### src/design/fcet_pkg.sv
// Shared types, constants and codes for the FAT chain extent table.
// Used by the run RAM, the compare unit, the sequencer and the top level.
// No dependencies.
`timescale 1ns / 1ps

package fcet_pkg;

  // Table sizes
  localparam int RUN_ENTRIES  = 16;
  localparam int HEAD_ENTRIES = 8;

  // Field widths
  localparam int CL_W   = 28;
  localparam int RIDX_W = $clog2(RUN_ENTRIES);
  localparam int HIDX_W = (HEAD_ENTRIES > 1) ? $clog2(HEAD_ENTRIES) : 1;

  // Cluster constants
  localparam logic [CL_W-1:0] CL_MASK = 28'hfffffff;
  localparam logic [CL_W-1:0] END16   = 28'h000ffff;
  localparam logic [CL_W-1:0] END32A  = 28'hffffff8;
  localparam logic [CL_W-1:0] END32B  = 28'hfffffff;

  // Index limits
  localparam logic [RIDX_W-1:0] RUN_LAST = RIDX_W'(RUN_ENTRIES - 1);
  localparam logic [HIDX_W-1:0] HC_MAX   = HIDX_W'(HEAD_ENTRIES - 1);

  // Commands
  localparam logic [1:0] CMD_START = 2'd0;
  localparam logic [1:0] CMD_ENTRY = 2'd1;
  localparam logic [1:0] CMD_NEXT  = 2'd2;
  localparam logic [1:0] CMD_PREV  = 2'd3;

  // Result status codes
  localparam logic [2:0] ST_OK       = 3'd0;
  localparam logic [2:0] ST_DONE     = 3'd1;
  localparam logic [2:0] ST_FULL     = 3'd2;
  localparam logic [2:0] ST_EOF      = 3'd3;
  localparam logic [2:0] ST_RELOAD   = 3'd4;
  localparam logic [2:0] ST_START    = 3'd5;
  localparam logic [2:0] ST_NOTFOUND = 3'd6;

  // Run RAM write / clear request
  typedef struct packed {
    logic              we;
    logic              clr;
    logic [RIDX_W-1:0] addr;
    logic [CL_W-1:0]   base;
    logic [CL_W-1:0]   len;
  } run_wr_t;

  // Run RAM read data; an entry that is not valid reads as zero
  typedef struct packed {
    logic            valid;
    logic [CL_W-1:0] base;
    logic [CL_W-1:0] len;
  } run_rd_t;

  // Compare unit results for one run against one cluster
  typedef struct packed {
    logic            hit;
    logic            at_last;
    logic            at_base;
    logic            contig;
    logic [CL_W-1:0] last;
    logic [CL_W-1:0] c_inc;
    logic [CL_W-1:0] c_dec;
  } run_cmp_t;

endpackage

### src/design/fat_chain_extent_table_unit.sv
// FAT chain extent table: each accepted transaction (start, chain entry or query) gives one result.
// One transaction at a time; a query reads one run per cycle through the
// single run RAM read port, so its time grows with the matching run's index.
// Reset (rst, synchronous) empties the table, clears flags, head count and
// fat32_mode; the head stack contents are left as they are.
`timescale 1ns / 1ps

module fat_chain_extent_table_unit import fcet_pkg::*; (
  input  logic        clk,
  input  logic        rst,
  input  logic        psel,
  input  logic        penable,
  input  logic        pwrite,
  input  logic [2:0]  paddr,
  input  logic [31:0] pwdata,
  output logic [31:0] prdata,
  output logic        pready,
  input  logic        s_tvalid,
  output logic        s_tready,
  input  logic [31:0] s_tdata,  // [27:0] cluster, [31:28] zero
  input  logic [1:0]  s_tuser,  // [1:0] cmd
  output logic        m_tvalid,
  input  logic        m_tready,
  output logic [31:0] m_tdata,  // [27:0] cluster_out, [31:28] zero
  output logic [2:0]  m_tuser   // [2:0] status
);

  localparam logic [2:0] ADDR_MODE = 3'd0;

  logic              fat32_mode;
  logic              res_valid;
  logic              res_ready;
  logic [2:0]        res_status;
  logic [CL_W-1:0]   res_cluster;
  run_wr_t           wr;
  run_rd_t           rd;
  logic [RIDX_W-1:0] raddr;
  logic [CL_W-1:0]   cmp_c;
  run_cmp_t          cmp;

  // Configuration register
  assign pready = 1'b1;
  assign prdata = (paddr == ADDR_MODE) ? {31'b0, fat32_mode} : 32'b0;

  always_ff @(posedge clk) begin
    if (rst) begin
      fat32_mode <= 1'b0;
    end else if (psel && penable && pwrite && pready && paddr == ADDR_MODE) begin
      fat32_mode <= pwdata[0];
    end
  end

  // Output register: load when empty or being drained
  assign res_ready = !m_tvalid || m_tready;

  always_ff @(posedge clk) begin
    if (rst) begin
      m_tvalid <= 1'b0;
    end else if (res_ready) begin
      m_tvalid <= res_valid;
    end
  end

  always_ff @(posedge clk) begin
    if (res_ready && res_valid) begin
      m_tdata <= {4'b0, res_cluster};
      m_tuser <= res_status;
    end
  end

  fcet_seq u_seq (
    .clk         (clk),
    .rst         (rst),
    .fat32_mode  (fat32_mode),
    .in_valid    (s_tvalid),
    .in_ready    (s_tready),
    .in_cmd      (s_tuser),
    .in_cluster  (s_tdata[CL_W-1:0]),
    .res_valid   (res_valid),
    .res_ready   (res_ready),
    .res_status  (res_status),
    .res_cluster (res_cluster),
    .wr          (wr),
    .raddr       (raddr),
    .rd          (rd),
    .cmp_c       (cmp_c),
    .cmp         (cmp)
  );

  fcet_run_ram u_ram (
    .clk   (clk),
    .rst   (rst),
    .wr    (wr),
    .raddr (raddr),
    .rd    (rd)
  );

  fcet_run_cmp u_cmp (
    .base (rd.base),
    .len  (rd.len),
    .c    (cmp_c),
    .res  (cmp)
  );

endmodule

### src/design/fcet_run_ram.sv
// Run table storage: base and length per run, one write and one read port.
// Per-entry valid bits give the cleared state at once on start or reset.
// Depends on fcet_pkg.
`timescale 1ns / 1ps

module fcet_run_ram import fcet_pkg::*; (
  input  logic              clk,
  input  logic              rst,
  input  run_wr_t           wr,
  input  logic [RIDX_W-1:0] raddr,
  output run_rd_t           rd
);

  logic [2*CL_W-1:0]      mem [RUN_ENTRIES];
  logic [RUN_ENTRIES-1:0] valid;
  logic [RUN_ENTRIES-1:0] valid_next;
  logic [2*CL_W-1:0]      rdata;
  logic                   rvalid;

  // Clear valid bits on start, then mark the written entry
  always_comb begin
    valid_next = wr.clr ? '0 : valid;
    if (wr.we) begin
      valid_next[wr.addr] = 1'b1;
    end
  end

  always_ff @(posedge clk) begin
    if (rst) begin
      valid <= '0;
    end else begin
      valid <= valid_next;
    end
  end

  // Write and registered read of the entry data
  always_ff @(posedge clk) begin
    if (wr.we) begin
      mem[wr.addr] <= {wr.base, wr.len};
    end
    rdata  <= mem[raddr];
    rvalid <= valid[raddr];
  end

  // Mask entries that were not written since the last clear
  always_comb begin
    rd.valid = rvalid;
    rd.base  = rvalid ? rdata[2*CL_W-1:CL_W] : '0;
    rd.len   = rvalid ? rdata[CL_W-1:0] : '0;
  end

endmodule

### src/design/fcet_run_cmp.sv
// Shared compare and add unit: tests one run against one cluster.
// Serves chain entry evaluation and every step of the query scan.
// Depends on fcet_pkg.
`timescale 1ns / 1ps

module fcet_run_cmp import fcet_pkg::*; (
  input  logic [CL_W-1:0] base,
  input  logic [CL_W-1:0] len,
  input  logic [CL_W-1:0] c,
  output run_cmp_t        res
);

  logic [CL_W:0] sum;
  logic [CL_W:0] c_ext;

  assign sum   = {1'b0, base} + {1'b0, len};
  assign c_ext = {1'b0, c};

  // Range test, end and base detection, neighbor clusters
  always_comb begin
    res.hit     = (len != '0) && (c >= base) && (c_ext < sum);
    res.at_last = (c_ext + (CL_W+1)'(1)) == sum;
    res.at_base = c == base;
    res.contig  = (len != CL_MASK) && (c_ext == sum);
    res.last    = CL_W'(sum - (CL_W+1)'(1));
    res.c_inc   = c + CL_W'(1);
    res.c_dec   = c - CL_W'(1);
  end

endmodule

### src/design/fcet_seq.sv
// Command sequencer: builds the run table, scans it for queries and keeps
// the head stack. Drives the run RAM and the shared compare unit.
// Depends on fcet_pkg.
`timescale 1ns / 1ps

module fcet_seq import fcet_pkg::*; (
  input  logic              clk,
  input  logic              rst,
  input  logic              fat32_mode,
  input  logic              in_valid,
  output logic              in_ready,
  input  logic [1:0]        in_cmd,
  input  logic [CL_W-1:0]   in_cluster,
  output logic              res_valid,
  input  logic              res_ready,
  output logic [2:0]        res_status,
  output logic [CL_W-1:0]   res_cluster,
  output run_wr_t           wr,
  output logic [RIDX_W-1:0] raddr,
  input  run_rd_t           rd,
  output logic [CL_W-1:0]   cmp_c,
  input  run_cmp_t          cmp
);

  localparam logic [2:0] S_IDLE = 3'd0;
  localparam logic [2:0] S_EVAL = 3'd1;
  localparam logic [2:0] S_SCAN = 3'd2;
  localparam logic [2:0] S_NEXT = 3'd3;
  localparam logic [2:0] S_DONE = 3'd4;

  logic [2:0]        state;
  logic [2:0]        state_next;
  logic [1:0]        cmd_q;
  logic [CL_W-1:0]   c_q;
  logic [RIDX_W-1:0] scan_idx;
  logic [RIDX_W-1:0] cur;
  logic              complete;
  logic              full;
  logic [CL_W-1:0]   base0;
  logic [HIDX_W-1:0] hc;
  logic [CL_W-1:0]   head_stack [HEAD_ENTRIES];
  logic [CL_W-1:0]   prev_last;
  logic              accept;
  logic              is_end;

  assign in_ready    = state == S_IDLE;
  assign accept      = in_valid && in_ready;
  assign res_valid   = state == S_DONE;
  assign cmp_c       = c_q;
  assign is_end      = (!fat32_mode && in_cluster == END16) ||
                       in_cluster == END32A || in_cluster == END32B;

  // Run RAM read address: current run on an entry, next scan slot otherwise
  always_comb begin
    if (state == S_IDLE) begin
      raddr = (in_cmd == CMD_ENTRY) ? cur : '0;
    end else begin
      raddr = scan_idx + RIDX_W'(1);
    end
  end

  // Run RAM writes: start, run lengthening, new run
  always_comb begin
    wr      = '0;
    wr.addr = cur;
    if (accept && in_cmd == CMD_START) begin
      wr.we   = 1'b1;
      wr.clr  = 1'b1;
      wr.addr = '0;
      wr.base = in_cluster;
      wr.len  = CL_W'(1);
    end else if (state == S_EVAL) begin
      if (cmp.contig) begin
        wr.we   = 1'b1;
        wr.base = rd.base;
        wr.len  = rd.len + CL_W'(1);
      end else if (cur != RUN_LAST) begin
        wr.we   = 1'b1;
        wr.addr = cur + RIDX_W'(1);
        wr.base = c_q;
        wr.len  = CL_W'(1);
      end
    end
  end

  // Next state
  always_comb begin
    state_next = state;
    unique case (state)
      S_IDLE: begin
        if (accept) begin
          if (in_cmd == CMD_START) begin
            state_next = S_DONE;
          end else if (in_cmd == CMD_ENTRY) begin
            state_next = (complete || full || is_end) ? S_DONE : S_EVAL;
          end else begin
            state_next = S_SCAN;
          end
        end
      end
      S_EVAL: state_next = S_DONE;
      S_SCAN: begin
        if (cmp.hit) begin
          if (cmd_q == CMD_NEXT && cmp.at_last && scan_idx != RUN_LAST) begin
            state_next = S_NEXT;
          end else begin
            state_next = S_DONE;
          end
        end else if (scan_idx == RUN_LAST || !rd.valid) begin
          state_next = S_DONE;
        end
      end
      S_NEXT: state_next = S_DONE;
      S_DONE: begin
        if (res_ready) begin
          state_next = S_IDLE;
        end
      end
      default: state_next = S_IDLE;
    endcase
  end

  // Control state
  always_ff @(posedge clk) begin
    if (rst) begin
      state    <= S_IDLE;
      cur      <= '0;
      complete <= 1'b0;
      full     <= 1'b0;
      base0    <= '0;
      hc       <= '0;
      scan_idx <= '0;
    end else begin
      state <= state_next;
      case (state)
        S_IDLE: begin
          scan_idx <= '0;
          if (accept && in_cmd == CMD_START) begin
            cur      <= '0;
            complete <= 1'b0;
            full     <= 1'b0;
            base0    <= in_cluster;
          end else if (accept && in_cmd == CMD_ENTRY && !complete && !full && is_end) begin
            complete <= 1'b1;
          end
        end
        S_EVAL: begin
          if (!cmp.contig) begin
            if (cur == RUN_LAST) begin
              full <= 1'b1;
            end else begin
              cur <= cur + RIDX_W'(1);
            end
          end
        end
        S_SCAN: begin
          if (cmp.hit) begin
            if (cmd_q == CMD_NEXT && cmp.at_last && scan_idx == RUN_LAST &&
                !complete && hc != HC_MAX) begin
              hc <= hc + HIDX_W'(1);
            end else if (cmd_q == CMD_PREV && cmp.at_base && scan_idx == '0 &&
                         hc != '0) begin
              hc <= hc - HIDX_W'(1);
            end
          end else begin
            scan_idx <= scan_idx + RIDX_W'(1);
          end
        end
        default: ;
      endcase
    end
  end

  // Head stack push of the current table head
  always_ff @(posedge clk) begin
    if (state == S_SCAN && cmp.hit && cmd_q == CMD_NEXT && cmp.at_last &&
        scan_idx == RUN_LAST && !complete && hc != HC_MAX) begin
      head_stack[hc] <= base0;
    end
  end

  // Latch the command, track the previous run's end and form the result
  always_ff @(posedge clk) begin
    if (accept) begin
      cmd_q <= in_cmd;
      c_q   <= in_cluster;
    end
    prev_last <= cmp.last;
    case (state)
      S_IDLE: begin
        res_status  <= ST_OK;
        res_cluster <= in_cluster;
        if (in_cmd == CMD_ENTRY) begin
          if (complete) begin
            res_status  <= ST_DONE;
            res_cluster <= '0;
          end else if (full) begin
            res_status  <= ST_FULL;
            res_cluster <= '0;
          end else if (is_end) begin
            res_status  <= ST_DONE;
            res_cluster <= '0;
          end
        end
      end
      S_EVAL: begin
        if (!cmp.contig && cur == RUN_LAST) begin
          res_status  <= ST_FULL;
          res_cluster <= '0;
        end else begin
          res_status  <= ST_OK;
          res_cluster <= c_q;
        end
      end
      S_SCAN: begin
        if (cmp.hit) begin
          if (cmd_q == CMD_NEXT) begin
            if (!cmp.at_last) begin
              res_status  <= ST_OK;
              res_cluster <= cmp.c_inc;
            end else if (complete) begin
              res_status  <= ST_EOF;
              res_cluster <= '0;
            end else begin
              res_status  <= ST_RELOAD;
              res_cluster <= c_q;
            end
          end else begin
            if (!cmp.at_base) begin
              res_status  <= ST_OK;
              res_cluster <= cmp.c_dec;
            end else if (scan_idx != '0) begin
              res_status  <= ST_OK;
              res_cluster <= prev_last;
            end else if (hc != '0) begin
              res_status  <= ST_RELOAD;
              res_cluster <= head_stack[hc - HIDX_W'(1)];
            end else begin
              res_status  <= ST_START;
              res_cluster <= c_q;
            end
          end
        end else begin
          res_status  <= ST_NOTFOUND;
          res_cluster <= '0;
        end
      end
      S_NEXT: begin
        if (rd.len == '0) begin
          res_status  <= ST_EOF;
          res_cluster <= '0;
        end else begin
          res_status  <= ST_OK;
          res_cluster <= rd.base;
        end
      end
      default: ;
    endcase
  end

endmodule
### config.mk
export PLATFORM = sky130hd
export DESIGN_NAME = fat_chain_extent_table_unit
export DESIGN_NICKNAME = d
export VERILOG_FILES = /design/src/design/fcet_pkg.sv /design/src/design/fat_chain_extent_table_unit.sv /design/src/design/fcet_run_ram.sv /design/src/design/fcet_run_cmp.sv /design/src/design/fcet_seq.sv
export SDC_FILE = /design/constraint.sdc
export NUM_CORES = 2
export LEC_CHECK = 0
export ABC_CLOCK_PERIOD_IN_PS = 21500
export BUFFER_PORTS_ARGS = -buffer_cell sky130_fd_sc_hd__buf_4
export CORE_UTILIZATION = 45
export CTS_CLUSTER_DIAMETER = 150
export DETAILED_ROUTE_END_ITERATION = 7
export GPL_ROUTABILITY_DRIVEN = 0
export PLACE_DENSITY_LB_ADDON = 0.08
export SYNTH_ARGS = -nofsm -noshare
export SYNTH_HDL_FRONTEND = slang
export SYNTH_SLANG_ARGS = --single-unit
export TNS_END_PERCENT = 50
### constraint.sdc
create_clock -name clk -period 21.5 [get_ports clk]
set_input_delay 4.3 -clock clk [delete_from_list [all_inputs] [get_ports clk]]
set_output_delay 4.3 -clock clk [all_outputs]
set_load 0.005 [all_outputs]
==> load_flow_metrics.sql <==
INSERT INTO impl_metrics (metric_group, metric, value, unit) VALUES
('detailed_routing', 'routedLengthMet1', '78.7', 'mm'),
('detailed_routing', 'number_of_drc_violations_after_detailed_routing', '6', ''),
('logic_synthesis', 'post_synth.cell_area_avg', '12.9', 'um2'),
('clock_tree', 'post_cts_resize_count', '0', ''),
('sta', 'worstMarginPinSlew', '1.17', 'ns'),
('floorplanning', 'placementRows', '134', ''),
('power', 'vdd.ir_drop.worst', '74.0', 'uV'),
('detailed_routing', 'dr_total_vias', '39600', ''),
('power', 'power_density', '96.3', 'nW/um2'),
('run_status', 'outcome', 'finished with violations', ''),
('power', 'total_leakage_power', '23.4', 'nW'),
('clock_tree', 'cts.repair_timing.setup_buffer_count', '0', ''),
('final_layout', 'final_common_cell', 'edfxtp_1', ''),
('floorplanning', 'start_util', '0.456', ''),
('power', 'switching_share', '0.275', ''),
('setup_path', 'endpoint_kind', 'flop', ''),
('clock_tree', 'cts_num_sinks', '1359', ''),
('sta', 'clock-skew-final', '0.0488', 'ns'),
('clock_tree', 'cts.clk_slew.worst_paths', '0.06', 'ns'),
('global_routing', 'grt_pass1_wl', '255', 'mm'),
('clock_tree', 'tritoncts', 'built', ''),
('logic_synthesis', 'yosysWarningCount', '0', ''),
('sta', 'timing.setup.tns', '0', 'ns'),
('floorplanning', 'die_area', '137000', 'um2'),
('final_layout', 'finish.net_count', '4850', ''),
('power', 'power.share.sequential', '0.465', ''),
('final_layout', 'seqCellArea', '39300', 'um2'),
('global_routing', 'antenna_found_initial', '1', ''),
('clock_tree', 'ctsLongestPathBuffers', '3', ''),
('placed_design', 'place_worst_setup_slack', '11.74', 'ns'),
('clock_tree', 'htree_levels', '4', ''),
('power', 'internal_power', '4.76', 'mW'),
('logic_synthesis', 'post_synth_instance_area', '61000', 'um2'),
('final_layout', 'layout-area-overhead-vs-synth', '11.8', '%'),
('logic_synthesis', 'ffs_w_async_s_r_synth', '0', ''),
('floorplanning', 'chipWidth', '370', 'um'),
('worst_hold_path', 'hp-class', 'reg2reg', ''),
('global_routing', 'first_global_vias', '37300', ''),
('placed_design', 'portBuffers', '74', ''),
('logic_synthesis', 'postSynth.topFlopCell', 'edfxtp_1', ''),
('logic_synthesis', 'number_of_flops_mapped_to_enable_cells_by_yosys', '1212', ''),
('clock_tree', 'clock_tree.root_cell', 'clkbuf_16', ''),
('logic_synthesis', 'syn-instance-count', '4724', ''),
('floorplanning', 'die_h', '370', 'um'),
('global_routing', 'maximum_number_of_pins_on_one_net_before_global_route_repair', '182', ''),
('power', 'fin_total_pwr', '6.57', 'mW'),
('setup_path', 'worstPathRequired', '21.88', 'ns'),
('sta', 'timing_hold_violations_final', '0', ''),
('sta', 'finalSetupViolations', '0', ''),
('detailed_routing', 'met2_length', '80.4', 'mm'),
('setup_path', 'timing.critical_path.fanout_max', '63', ''),
('final_layout', 'final.fill_count', '11500', ''),
('placed_design', 'dpl.hpwl', '105', 'mm'),
('detailed_routing', 'dr.pass1.iters', '8', ''),
('run_status', 'violations', 'DRC', ''),
('detailed_routing', 'detailedRoute.firstIterationViolations', '3933', ''),
('detailed_routing', 'totalWireLength', '175', 'mm'),
('clock_tree', 'tritoncts.num_buffers', '147', ''),
('logic_synthesis', 'postSynthRegisterBits', '1359', ''),
('sta', 'grt_setup_unrepaired', 'no', ''),
('global_routing', 'track_usage', '0.253', ''),
('sta', 'maxSlewHeadroom', '0.216', ''),
('power', 'power_frac_comb', '0.153', ''),
('final_layout', 'final_std_cells_w_o_fill', '6583', ''),
('logic_synthesis', 'yosys.cell_types.count', '106', ''),
('final_layout', 'finalCoreUtilization', '0.509', ''),
('floorplanning', 'ioPinCount', '146', ''),
('setup_path', 'kind_of_start_point_of_the_critical_path', 'flop', ''),
('final_layout', 'layout_common_cells', 'edfxtp_1, nand2_1, a211oi_1', ''),
('setup_path', 'worst-endpoint-arrival', '10.23', 'ns'),
('detailed_routing', 'route.antenna.remaining_nets', '0', '');
==> cells by family (layout without fill, tap and decap cells) <==
kind of cell,count (synthesis),in the layout,share of synthesized area
flip-flops,1359,1359,0.644
XOR/XNOR,154,154,0.0241
adder cells (fa/ha/maj),85,85,0.0173
AND/OR/NAND/NOR,1301,1301,0.104
buffers and inverters,451,508,0.0310
AO/OA/AOI/OAI,1166,1166,0.134
multiplexers,206,206,0.0454
other,2,36,0.000123
==> synth_stat cells, types with 6 or more instances <==
cell type / count / area [um2]
o31a_1: 7 / 61.3
nor3_1: 51 / 255
nand2b_1: 19 / 119
mux4_2: 56 / 1260
o211ai_1: 29 / 218
dfxtp_1: 147 / 2940
a31oi_1: 130 / 813
a21boi_0: 10 / 75.1
a32o_1: 12 / 120
and3_1: 144 / 901
nand3_1: 86 / 430
or3_1: 25 / 156
a21o_1: 36 / 270
inv_1: 64 / 240
o21ai_0: 74 / 370
a222oi_1: 18 / 180
a21oi_1: 233 / 1170
buf_2: 23 / 115
clkbuf_1: 284 / 1070
and4_1: 7 / 61.3
xor2_1: 50 / 438
nor2_1: 195 / 732
buf_4: 41 / 308
a31o_2: 7 / 61.3
a211o_1: 26 / 228
a221oi_1: 6 / 52.6
o22ai_1: 11 / 68.8
nand2_1: 489 / 1840
and2_1: 43 / 269
or2_2: 14 / 87.6
xnor2_1: 94 / 823
buf_1: 35 / 131
o31ai_1: 10 / 75.1
mux2i_1: 145 / 1450
a211oi_1: 462 / 3470
ha_1: 82 / 1030
nand4_1: 47 / 294
nor2b_1: 129 / 807
a22oi_1: 10 / 75.1
nor4_1: 23 / 144
o21a_1: 8 / 60.1
a2bb2oi_1: 13 / 114
edfxtp_1: 1212 / 36400
==> cell type report <==
| cell class | count | share of cell area |
|---|---|---|
| sequential | 1359 | 0.577 |
| timing repair buffer | 170 | 0.0193 |
| inverter | 66 | 0.00363 |
| tap | 1768 | 0.0324 |
| multi-input combinational | 2948 | 0.297 |
| clock buffer | 200 | 0.0592 |
| clock inverter | 72 | 0.0121 |
==> stage by stage <==
| stage | instance area (um2) | hold WS (ns) |
|---|---|---|
| global placement | 63400 | 0.406 |
| floorplan | 61200 | 0.400 |
| detailed placement | 63400 | 0.405 |
| global route | 68200 | 0.424 |
| CTS | 68200 | 0.418 |
| finish | 68200 | 0.418 |
==> power groups by stage <==
stage	Combinational [mW]	Clock (mW)	Sequential, mW
2_1_floorplan	0.727	0	3.04
3_3_place_gp	0.985	0	3.10
3_5_place_dp	0.989	0	3.11
4_1_cts	0.993	2.56	3.05
5_1_grt	1.09	2.66	3.06
6_report	1.00	2.51	3.05
==> routing by layer <==
metal | GRT usage | vias up
met5 | 0 | -
met4 | 0.0822 | 2
met3 | 0.0391 | 253
met2 | 0.394 | 1330
met1 | 0.363 | 20000
li1 | - | 18100
==> path summary, 6_finish.rpt <==
check / startpoint / end / slack (ns) / cells past startpoint
min reg2reg: u_seq.res_cluster[2] / m_tdata[2] / 0.42 / 0
min: u_seq.res_cluster[2] / m_tdata[2] / 0.42 / 0
max reg2reg: u_ram.rvalid / u_ram.mem[9][49] / 11.64 / 22
max: u_ram.rvalid / u_ram.mem[9][49] / 11.64 / 22
==> flip-flops by register name, summed over array words and instances (netlist names), 2 cells and up <==
| signal | cells |
|---|---|
| m_tdata | 28 |
| m_tuser | 3 |
| u_ram.mem | 896 |
| u_ram.rdata | 56 |
| u_ram.valid | 16 |
| u_seq.base0 | 28 |
| u_seq.cmd_q | 2 |
| u_seq.cmp_c | 28 |
| u_seq.cur | 4 |
| u_seq.hc | 3 |
| u_seq.head_stack | 224 |
| u_seq.prev_last | 28 |
| u_seq.res_cluster | 28 |
| u_seq.res_status | 3 |
| u_seq.scan_idx | 4 |
| u_seq.state | 3 |
==> critical path, stage by stage, from the launching register on <==
cell,delay (ns)
dfxtp_4,0.76
buf_4,0.58
nand2_1,0.32
inv_1,0.24
ha_1,0.21
ha_1,0.19
a21oi_1,0.08
or3_4,0.44
a211oi_1,0.70
nor3_1,0.21
or3_1,0.49
ha_1,0.33
nand4_1,0.11
or2_2,0.33
or4_1,0.59
a311o_1,0.35
or4b_2,0.62
buf_4,0.35
a21oi_2,0.29
a32o_1,0.15
nand2_1,0.29
nor2_4,1.00
buf_4,0.75
Note: power is estimated with default switching activity, not from simulation.
